--- src/hw/rtl/h2r_pkg.sv ---
// Shared types and constants for the HSV to RGB converter.
package h2r_pkg;

    localparam int HUE_W  = 9;
    localparam int FRAC_W = 6;
    localparam int SV_W   = 9;
    localparam int CHAN_W = 8;
    // Term weight 256 * 60 before the saturation product is taken off
    localparam int X_W    = 14;
    localparam int PROD_W = SV_W + X_W;
    // 255 / (256 * 256 * 60) reduces to 17 / 2^18
    localparam int SCALE_SHIFT = 18;
    localparam int SCALED_W    = PROD_W + 5;

    localparam logic [FRAC_W-1:0] SECTOR_DEG = FRAC_W'(60);
    localparam logic [X_W-1:0]    FULL_X     = X_W'(15360);
    localparam logic [CHAN_W-1:0] CHAN_MAX   = CHAN_W'(255);
    localparam logic [HUE_W-1:0]  HUE_WRAP   = HUE_W'(360);

    typedef enum logic [2:0] {
        SEC_0,
        SEC_1,
        SEC_2,
        SEC_3,
        SEC_4,
        SEC_5,
        SEC_BLACK
    } sector_t;

    // First stage output: decoded hue plus operands
    typedef struct packed {
        logic              valid;
        sector_t           sector;
        logic [FRAC_W-1:0] frac;
        logic [SV_W-1:0]   sat;
        logic [SV_W-1:0]   val;
    } hue_stage_t;

endpackage

--- src/hw/rtl/h2r_sector_stage.sv ---
// First pipeline stage: split the hue into sector and offset within it.
module h2r_sector_stage
    import h2r_pkg::*;
(
    input  logic             clk,
    input  logic             rst_n,
    input  logic             in_valid,
    input  logic [HUE_W-1:0] hue,
    input  logic [SV_W-1:0]  sat,
    input  logic [SV_W-1:0]  val,
    output hue_stage_t       stage
);

    sector_t          sector_next;
    logic [HUE_W-1:0] base;
    logic [HUE_W-1:0] offset;
    hue_stage_t       stage_reg;
    hue_stage_t       stage_next;

    // Find the sector by comparing against the sector bounds
    always_comb
    begin
        priority if (hue < HUE_W'(60))
        begin
            sector_next = SEC_0;
            base        = HUE_W'(0);
        end
        else if (hue < HUE_W'(120))
        begin
            sector_next = SEC_1;
            base        = HUE_W'(60);
        end
        else if (hue < HUE_W'(180))
        begin
            sector_next = SEC_2;
            base        = HUE_W'(120);
        end
        else if (hue < HUE_W'(240))
        begin
            sector_next = SEC_3;
            base        = HUE_W'(180);
        end
        else if (hue < HUE_W'(300))
        begin
            sector_next = SEC_4;
            base        = HUE_W'(240);
        end
        else if (hue < HUE_W'(360))
        begin
            sector_next = SEC_5;
            base        = HUE_W'(300);
        end
        else if (hue == HUE_WRAP)
        begin
            sector_next = SEC_0;
            base        = HUE_WRAP;
        end
        else
        begin
            sector_next = SEC_BLACK;
            base        = HUE_WRAP;
        end
    end

    assign offset = hue - base;

    // Gray case: zero saturation makes all terms equal, so any real sector works
    always_comb
    begin
        stage_next.valid  = in_valid;
        stage_next.sector = (sat == '0) ? SEC_0 : sector_next;
        stage_next.frac   = offset[FRAC_W-1:0];
        stage_next.sat    = sat;
        stage_next.val    = val;
    end

    // Clear the stage under reset, then advance it every cycle
    always_ff @(posedge clk or negedge rst_n)
    begin
        if (!rst_n)
        begin
            stage_reg <= '0;
        end
        else
        begin
            stage_reg <= stage_next;
        end
    end

    assign stage = stage_reg;

endmodule

--- src/hw/rtl/h2r_term_lane.sv ---
// Three-stage lane computing one channel term floor(17 * v * x / 2^18).
module h2r_term_lane
    import h2r_pkg::*;
(
    input  logic              clk,
    input  logic [SV_W-1:0]   sat,
    input  logic [FRAC_W-1:0] weight,
    input  logic [SV_W-1:0]   val,
    output logic [CHAN_W-1:0] chan
);

    localparam int SK_W = SV_W + FRAC_W;

    logic [SK_W-1:0]     sk;
    logic [X_W-1:0]      x_next;
    logic [X_W-1:0]      x_reg;
    logic [SV_W-1:0]     val_reg;
    logic [PROD_W-1:0]   prod_next;
    logic [PROD_W-1:0]   prod_reg;
    logic [SCALED_W-1:0] scaled;
    logic [SCALED_W-SCALE_SHIFT-1:0] quot;
    logic [CHAN_W-1:0]   chan_next;
    logic [CHAN_W-1:0]   chan_reg;

    // Take the saturation share off full scale, clamp at zero
    assign sk     = SK_W'(sat) * SK_W'(weight);
    assign x_next = (sk >= SK_W'(FULL_X)) ? '0 : (FULL_X - sk[X_W-1:0]);

    // Scale by brightness
    assign prod_next = PROD_W'(val_reg) * PROD_W'(x_reg);

    // Multiply by 17 as shift-add, drop the fraction, saturate
    assign scaled    = (SCALED_W'(prod_reg) << 4) + SCALED_W'(prod_reg);
    assign quot      = scaled[SCALED_W-1:SCALE_SHIFT];
    assign chan_next = (quot > (SCALED_W-SCALE_SHIFT)'(CHAN_MAX))
                       ? CHAN_MAX : quot[CHAN_W-1:0];

    // Advance the lane stages
    always_ff @(posedge clk)
    begin
        x_reg    <= x_next;
        val_reg  <= val;
        prod_reg <= prod_next;
        chan_reg <= chan_next;
    end

    assign chan = chan_reg;

endmodule

--- src/hw/rtl/hsv_to_rgb_converter.sv ---
// Top level of the HSV to RGB converter: pipeline control and channel select.
//
// Usage:
//   Drive hue_deg, saturation and brightness with start high for one cycle to
//   issue a transaction. busy is always low: the pipeline takes a new pixel
//   on every clock edge, so start may stay high for back-to-back pixels.
//   Each transaction yields one result on red, green and blue, marked by a
//   one-cycle done pulse; done and the three channels are registered together.
//   Results come out in issue order, one per cycle at full rate.
//   Stages: hue sector decode; saturation product and clamp; brightness
//   product; scale by 255 and saturate; channel select by sector.
//   Throughput is one pixel per cycle through the five register stages above,
//   with the four term lanes running in parallel.
//   The receiver cannot stall, so no backpressure path exists; results must
//   be captured on the cycle done is high.
//   Asynchronous reset (rst_n low) clears all valid bits; pixels in flight
//   are dropped and no done pulse follows until new input is taken.
module hsv_to_rgb_converter
    import h2r_pkg::*;
(
    input  logic              clk,
    input  logic              rst_n,
    input  logic              start,
    output logic              busy,
    input  logic [HUE_W-1:0]  hue_deg,
    input  logic [SV_W-1:0]   saturation,
    input  logic [SV_W-1:0]   brightness,
    output logic              done,
    output logic [CHAN_W-1:0] red,
    output logic [CHAN_W-1:0] green,
    output logic [CHAN_W-1:0] blue
);

    localparam int LANE_DEPTH = 3;

    hue_stage_t        s1;
    logic [FRAC_W-1:0] k_cc;
    logic [CHAN_W-1:0] t_top;
    logic [CHAN_W-1:0] t_aa;
    logic [CHAN_W-1:0] t_bb;
    logic [CHAN_W-1:0] t_cc;

    logic    vld_pipe_reg [LANE_DEPTH];
    sector_t sec_pipe_reg [LANE_DEPTH];

    logic              done_reg;
    logic [CHAN_W-1:0] red_reg;
    logic [CHAN_W-1:0] green_reg;
    logic [CHAN_W-1:0] blue_reg;
    logic [CHAN_W-1:0] red_next;
    logic [CHAN_W-1:0] green_next;
    logic [CHAN_W-1:0] blue_next;

    assign busy = 1'b0;

    h2r_sector_stage u_sector (
        .clk      (clk),
        .rst_n    (rst_n),
        .in_valid (start),
        .hue      (hue_deg),
        .sat      (saturation),
        .val      (brightness),
        .stage    (s1)
    );

    assign k_cc = SECTOR_DEG - s1.frac;

    h2r_term_lane u_top (
        .clk (clk), .sat (s1.sat), .weight ('0), .val (s1.val), .chan (t_top)
    );

    h2r_term_lane u_aa (
        .clk (clk), .sat (s1.sat), .weight (SECTOR_DEG), .val (s1.val), .chan (t_aa)
    );

    h2r_term_lane u_bb (
        .clk (clk), .sat (s1.sat), .weight (s1.frac), .val (s1.val), .chan (t_bb)
    );

    h2r_term_lane u_cc (
        .clk (clk), .sat (s1.sat), .weight (k_cc), .val (s1.val), .chan (t_cc)
    );

    // Carry valid bits alongside the lanes
    always_ff @(posedge clk or negedge rst_n)
    begin
        if (!rst_n)
        begin
            for (int i = 0; i < LANE_DEPTH; i++)
            begin
                vld_pipe_reg[i] <= 1'b0;
            end
            done_reg <= 1'b0;
        end
        else
        begin
            vld_pipe_reg[0] <= s1.valid;
            for (int i = 1; i < LANE_DEPTH; i++)
            begin
                vld_pipe_reg[i] <= vld_pipe_reg[i-1];
            end
            done_reg <= vld_pipe_reg[LANE_DEPTH-1];
        end
    end

    // Carry the sector alongside the lanes
    always_ff @(posedge clk)
    begin
        sec_pipe_reg[0] <= s1.sector;
        for (int i = 1; i < LANE_DEPTH; i++)
        begin
            sec_pipe_reg[i] <= sec_pipe_reg[i-1];
        end
    end

    // Route the terms to the channels by sector
    always_comb
    begin
        unique case (sec_pipe_reg[LANE_DEPTH-1])
            SEC_0:
            begin
                red_next = t_top; green_next = t_cc;  blue_next = t_aa;
            end
            SEC_1:
            begin
                red_next = t_bb;  green_next = t_top; blue_next = t_aa;
            end
            SEC_2:
            begin
                red_next = t_aa;  green_next = t_top; blue_next = t_cc;
            end
            SEC_3:
            begin
                red_next = t_aa;  green_next = t_bb;  blue_next = t_top;
            end
            SEC_4:
            begin
                red_next = t_cc;  green_next = t_aa;  blue_next = t_top;
            end
            SEC_5:
            begin
                red_next = t_top; green_next = t_aa;  blue_next = t_bb;
            end
            default:
            begin
                red_next = '0;    green_next = '0;    blue_next = '0;
            end
        endcase
    end

    always_ff @(posedge clk)
    begin
        red_reg   <= red_next;
        green_reg <= green_next;
        blue_reg  <= blue_next;
    end

    assign done  = done_reg;
    assign red   = red_reg;
    assign green = green_reg;
    assign blue  = blue_reg;

endmodule

--- config.mk ---
export PLATFORM = sky130hd
export DESIGN_NAME = hsv_to_rgb_converter
export DESIGN_NICKNAME = d
export VERILOG_FILES = /design/src/hw/rtl/h2r_pkg.sv /design/src/hw/rtl/h2r_sector_stage.sv /design/src/hw/rtl/h2r_term_lane.sv /design/src/hw/rtl/hsv_to_rgb_converter.sv
export SDC_FILE = /design/constraint.sdc
export NUM_CORES = 1
export LEC_CHECK = 0
export BUFFER_PORTS_ARGS = -buffer_cell sky130_fd_sc_hd__buf_2
export CAP_MARGIN = 40
export CORE_MARGIN = 3
export CORE_UTILIZATION = 60
export CTS_CLUSTER_DIAMETER = 200
export DETAILED_ROUTE_END_ITERATION = 7
export GPL_TIMING_DRIVEN = 0
export PLACE_DENSITY_LB_ADDON = 0.1
export SLEW_MARGIN = 15
export SYNTH_ARGS = -nofsm -noshare
export SYNTH_HDL_FRONTEND = slang
export SYNTH_SLANG_ARGS = --single-unit
--- constraint.sdc ---
create_clock -name clk -period 7.31 [get_ports clk]
set_clock_uncertainty 0.1 [all_clocks]
set_input_delay 0.731 -clock clk [delete_from_list [all_inputs] [get_ports clk]]
set_output_delay 0.731 -clock clk [all_outputs]
set_load 0.1 [all_outputs]
==> PnR_summary.wiki <==
{| class="wikitable"
! Metric !! Value
|-
| Setup Viol. Count Final || 0
|-
| Most frequent cells in the layout || sky130_fd_sc_hd__inv_1, sky130_fd_sc_hd__nand2_1, sky130_fd_sc_hd__fa_1
|-
| Number of instances resized during post-cts repair || 0
|-
| # Max-Cap Violations || 0
|-
| Unique masters post-synth || between 80 and 90
|-
| Total congestion overflow after global routing || 0
|-
| Total via count after detailed routing || ~19k
|-
| Detail-routed via count per cell || between 5 and 6
|-
| Max Fclk || about 0.16 GHz
|-
| Vertical extent of the die || between 200 and 250 microns
|-
| Violated checks || design-rule violations
|-
| Wire length of the first global-routing pass || 98.8 mm
|-
| Register-to-Register Path Depth || 18
|-
| All-layer global routing usage || between 20 and 30%
|-
| Count of port buffers added during placement || 52
|-
| Transition at the pin with the smallest max-transition slack || 0.845 ns
|-
| ANT nets after route || 0
|-
| Required arrival time at the worst endpoint || 7.67 ns
|-
| Std-Cell Rows || 74
|-
| Area inside the core boundary || slightly above 40,000 sq um
|-
| Total half-perimeter wirelength after legalization and detailed placement || between 40 and 50 mm
|-
| TritonCTS clock tree || done
|-
| Mapped Area || 24,900 sq um
|-
| Mapped Nets || between 3k and 4k
|-
| Max Buffers Root-to-Sink || 3
|-
| Final Hold Viols || 0
|-
| Yosys warning total || 0
|-
| Final weighted congestion in routability-driven placement || around 0.91
|-
| Largest net degree at the start of global routing || 27
|-
| RSZ-0062 raised after global routing || false
|-
| Wire length per cell after detailed routing || between 15 and 20 microns
|-
| Number of antenna repair diodes || 0
|-
| Footprint of the multi-input gates || between 15,000 and 20,000 sq um
|-
| Synthesis-to-finish area growth || 7.56%
|-
| Final-stage net count || 3,473
|-
| Clk pin slew, worst setup/hold paths || about 0.06 ns
|-
| Initial DRT Pass Iterations || 8
|-
| Crit path capture type || register
|-
| Worst reg2reg startpoint || u_sector.stage[18]$_DFF_PN0_
|-
| Flops & latches, synth || between 200 and 250
|-
| Worst-case register-to-register setup slack || 1.10 ns
|-
| Die Span X || roughly 210 microns
|-
| Iteration-0 DRC count of the detailed router || a little over 1k
|-
| Endpoint of the worst hold path || u_sector.stage[27]$_DFF_PN0_
|-
| DRT Wirelength || around 60 mm
|-
| Cells on Worst Hold Path || 1
|-
| Number of buffers inserted during clock tree synthesis || 27
|-
| Initial core utilization || 61.0%
|-
| Initial antenna violation count || 0
|-
| Number of flip-flops in the largest register || 28
|-
| Critical path arrival || roughly 6.6 ns
|-
| Setup Crit Path Kind || reg2reg
|-
| Part of the cycle the worst path needs || between 80% and 90%
|-
| Clock sink total || ~230
|-
| Peak fanout along the critical path || 10
|-
| Register area share after synthesis || between 10% and 20%
|-
| Clock tree root driver cell || sky130_fd_sc_hd__clkbuf_16
|-
| Source-to-sink clock delay at the later pin of the worst-skew pair || between 0.5 and 0.6 ns
|-
| # Post-CTS Setup Buffers || 0
|-
| Synthesized netlist cell count || around 2.8k
|-
| Number of enable-type register cells in the synthesized netlist || 0
|-
| Status || complete, but fails checks
|-
| Share of final-layout standard cells stronger than drive strength 1 || under 10%
|-
| Shortest clock period the worst path allows after layout || 6.21 ns
|-
| Total number of H-tree levels || 1
|-
| Via count of the first global-routing pass || 20.0k
|-
| Min-Delay Path Class || in2reg
|-
| Setup tns final || 0 ns
|-
| Remaining DRCs || 8
|-
| Sequential cell area || ~4700 sq um
|-
| Leading cell type in the layout, fill and taps excluded || sky130_fd_sc_hd__inv_1
|-
| Filler instances || between 3k and 4k
|-
| Most used flip-flop cell after synthesis || sky130_fd_sc_hd__dfxtp_1
|-
| Launch instance of the worst min-delay path || start
|-
| Destination of the worst register-to-register timing path || u_cc.x_reg[6]$_SDFF_PP0_
|-
| Count of hold buffers inserted by post-cts repair || 1
|-
| Worst rel slew slack || between 40% and 50%
|-
| Launching element type of the critical path || register
|-
| Pins over their slew limit || 0
|-
| Number of top-level design ports || 56
|-
| Die area || between 40,000 and 50,000 sq um
|-
| Async set-reset flop share out of synthesis || about 14%
|-
| Synthesized area divided by synthesized cell count || roughly 9.1 sq um
|}
worst max-delay path, stage by stage, from the launching register on:
cell and delay, ns:
sky130_fd_sc_hd__dfrtp_1 0.44, sky130_fd_sc_hd__clkbuf_1 0.36, sky130_fd_sc_hd__inv_1 0.20, sky130_fd_sc_hd__ha_1 0.26
sky130_fd_sc_hd__xor2_1 0.52, sky130_fd_sc_hd__nand2_1 0.16, sky130_fd_sc_hd__fa_1 0.58, sky130_fd_sc_hd__fa_1 0.44
sky130_fd_sc_hd__fa_1 0.54, sky130_fd_sc_hd__inv_1 0.04, sky130_fd_sc_hd__ha_1 0.34, sky130_fd_sc_hd__nor2b_4 0.15
sky130_fd_sc_hd__o2111a_1 0.24, sky130_fd_sc_hd__o41a_1 0.43, sky130_fd_sc_hd__o21a_1 0.22, sky130_fd_sc_hd__or2_4 0.27
sky130_fd_sc_hd__o41ai_2 0.51, sky130_fd_sc_hd__buf_6 0.23, sky130_fd_sc_hd__nor2_2 0.06
layout make-up:
cell class,instances,share of cell area [%]
Buffer,109,1.57
Timing Repair Buffer,58,1.23
Inverter,380,5.32
Tap cell,532,2.48
Multi-Input combinational cell,2039,68.6
Clock buffer,38,2.86
Sequential cell,226,17.5
Clock inverter,12,0.457
routing by layer:
layer / GRT usage (%) / routed length, microns / up-vias
li1: - / - / 9068
met4: 11.2 / 2380 / 0
met3: 4.11 / 3720 / 146
met1: 34.7 / 24200 / 9405
met5: 0 / 0 / -
met2: 47.7 / 28700 / 589
cells by family after synthesis:
group | after synthesis | share of synthesized area, %
AOI/OAI and AO/OA | 416 | 10.9
xor gates and xnor gates | 120 | 4.21
adders and majority gates | 602 | 40.1
buffers and inverters | 489 | 7.40
DFF | 226 | 18.8
muxes | 36 | 1.53
other | 1 | 0.0150
and+or+nand+nor | 864 | 17.1
metrics by stage:
stage / worst slack (ns) / hold slack [ns] / cells / util (%) / cell area (sq um)
after floorplan: 1.97 / 0.210 / 2754 / - / 24900
after global placement: 1.18 / 0.211 / 3338 / 63.2 / 25900
after detailed placement: 1.14 / 0.215 / 3341 / 63.3 / 25900
after CTS: 1.10 / 0.135 / 3392 / 65.5 / 26800
after global routing: 0.742 / 0.152 / 3394 / 65.6 / 26800
final: 1.10 / 0.160 / 3394 / 65.6 / 26800
cell usage after synthesis (9+ instances only):
master / number / area share [%]
sky130_fd_sc_hd__o21bai_1: 12 / 0.36
sky130_fd_sc_hd__nand4_1: 14 / 0.35
sky130_fd_sc_hd__nand2b_1: 25 / 0.63
sky130_fd_sc_hd__nand2_1: 347 / 5.2
sky130_fd_sc_hd__xnor2_1: 79 / 2.8
sky130_fd_sc_hd__mux2_2: 17 / 0.77
sky130_fd_sc_hd__inv_1: 380 / 5.7
sky130_fd_sc_hd__a21boi_0: 10 / 0.30
sky130_fd_sc_hd__a21o_1: 45 / 1.4
sky130_fd_sc_hd__clkbuf_1: 101 / 1.5
sky130_fd_sc_hd__nor3_1: 32 / 0.64
sky130_fd_sc_hd__o21ai_0: 91 / 1.8
sky130_fd_sc_hd__xor2_1: 41 / 1.4
sky130_fd_sc_hd__nor3b_1: 9 / 0.27
sky130_fd_sc_hd__a211oi_1: 14 / 0.42
sky130_fd_sc_hd__nor2_2: 10 / 0.25
sky130_fd_sc_hd__a21oi_1: 120 / 2.4
sky130_fd_sc_hd__dfrtp_1: 32 / 3.2
sky130_fd_sc_hd__dfxtp_1: 194 / 16
sky130_fd_sc_hd__and2_1: 207 / 5.2
sky130_fd_sc_hd__mux2i_1: 19 / 0.76
sky130_fd_sc_hd__fa_1: 330 / 26
sky130_fd_sc_hd__or3_1: 11 / 0.28
sky130_fd_sc_hd__nor4_1: 10 / 0.25
sky130_fd_sc_hd__nor2b_1: 22 / 0.55
sky130_fd_sc_hd__o31ai_1: 14 / 0.42
sky130_fd_sc_hd__ha_1: 272 / 14
sky130_fd_sc_hd__and3_1: 10 / 0.25
sky130_fd_sc_hd__nor2_1: 113 / 1.7
sky130_fd_sc_hd__o21a_1: 24 / 0.72
sky130_fd_sc_hd__nand3_1: 23 / 0.46
worst max-delay path by stage:
stage	slack [ns]	to	startpoint	cells after the start
final	1.10	u_cc.x_reg[6]$_SDFF_PP0_	u_sector.stage[18]$_DFF_PN0_	18
after global routing	0.74	u_cc.x_reg[6]$_SDFF_PP0_	u_sector.stage[18]$_DFF_PN0_	18
after CTS	1.10	u_cc.x_reg[6]$_SDFF_PP0_	u_sector.stage[18]$_DFF_PN0_	18
after detailed placement	1.14	u_cc.x_reg[6]$_SDFF_PP0_	u_sector.stage[18]$_DFF_PN0_	18
after global placement	1.18	u_cc.x_reg[6]$_SDFF_PP0_	u_sector.stage[18]$_DFF_PN0_	18
after floorplan	1.97	u_cc.x_reg[10]$_SDFF_PP0_	u_sector.stage[18]$_DFF_PN0_	19
Power is left out: the tool's default activity adds up to more than one toggle a clock period on the data nets, which glitch-free logic cannot reach.
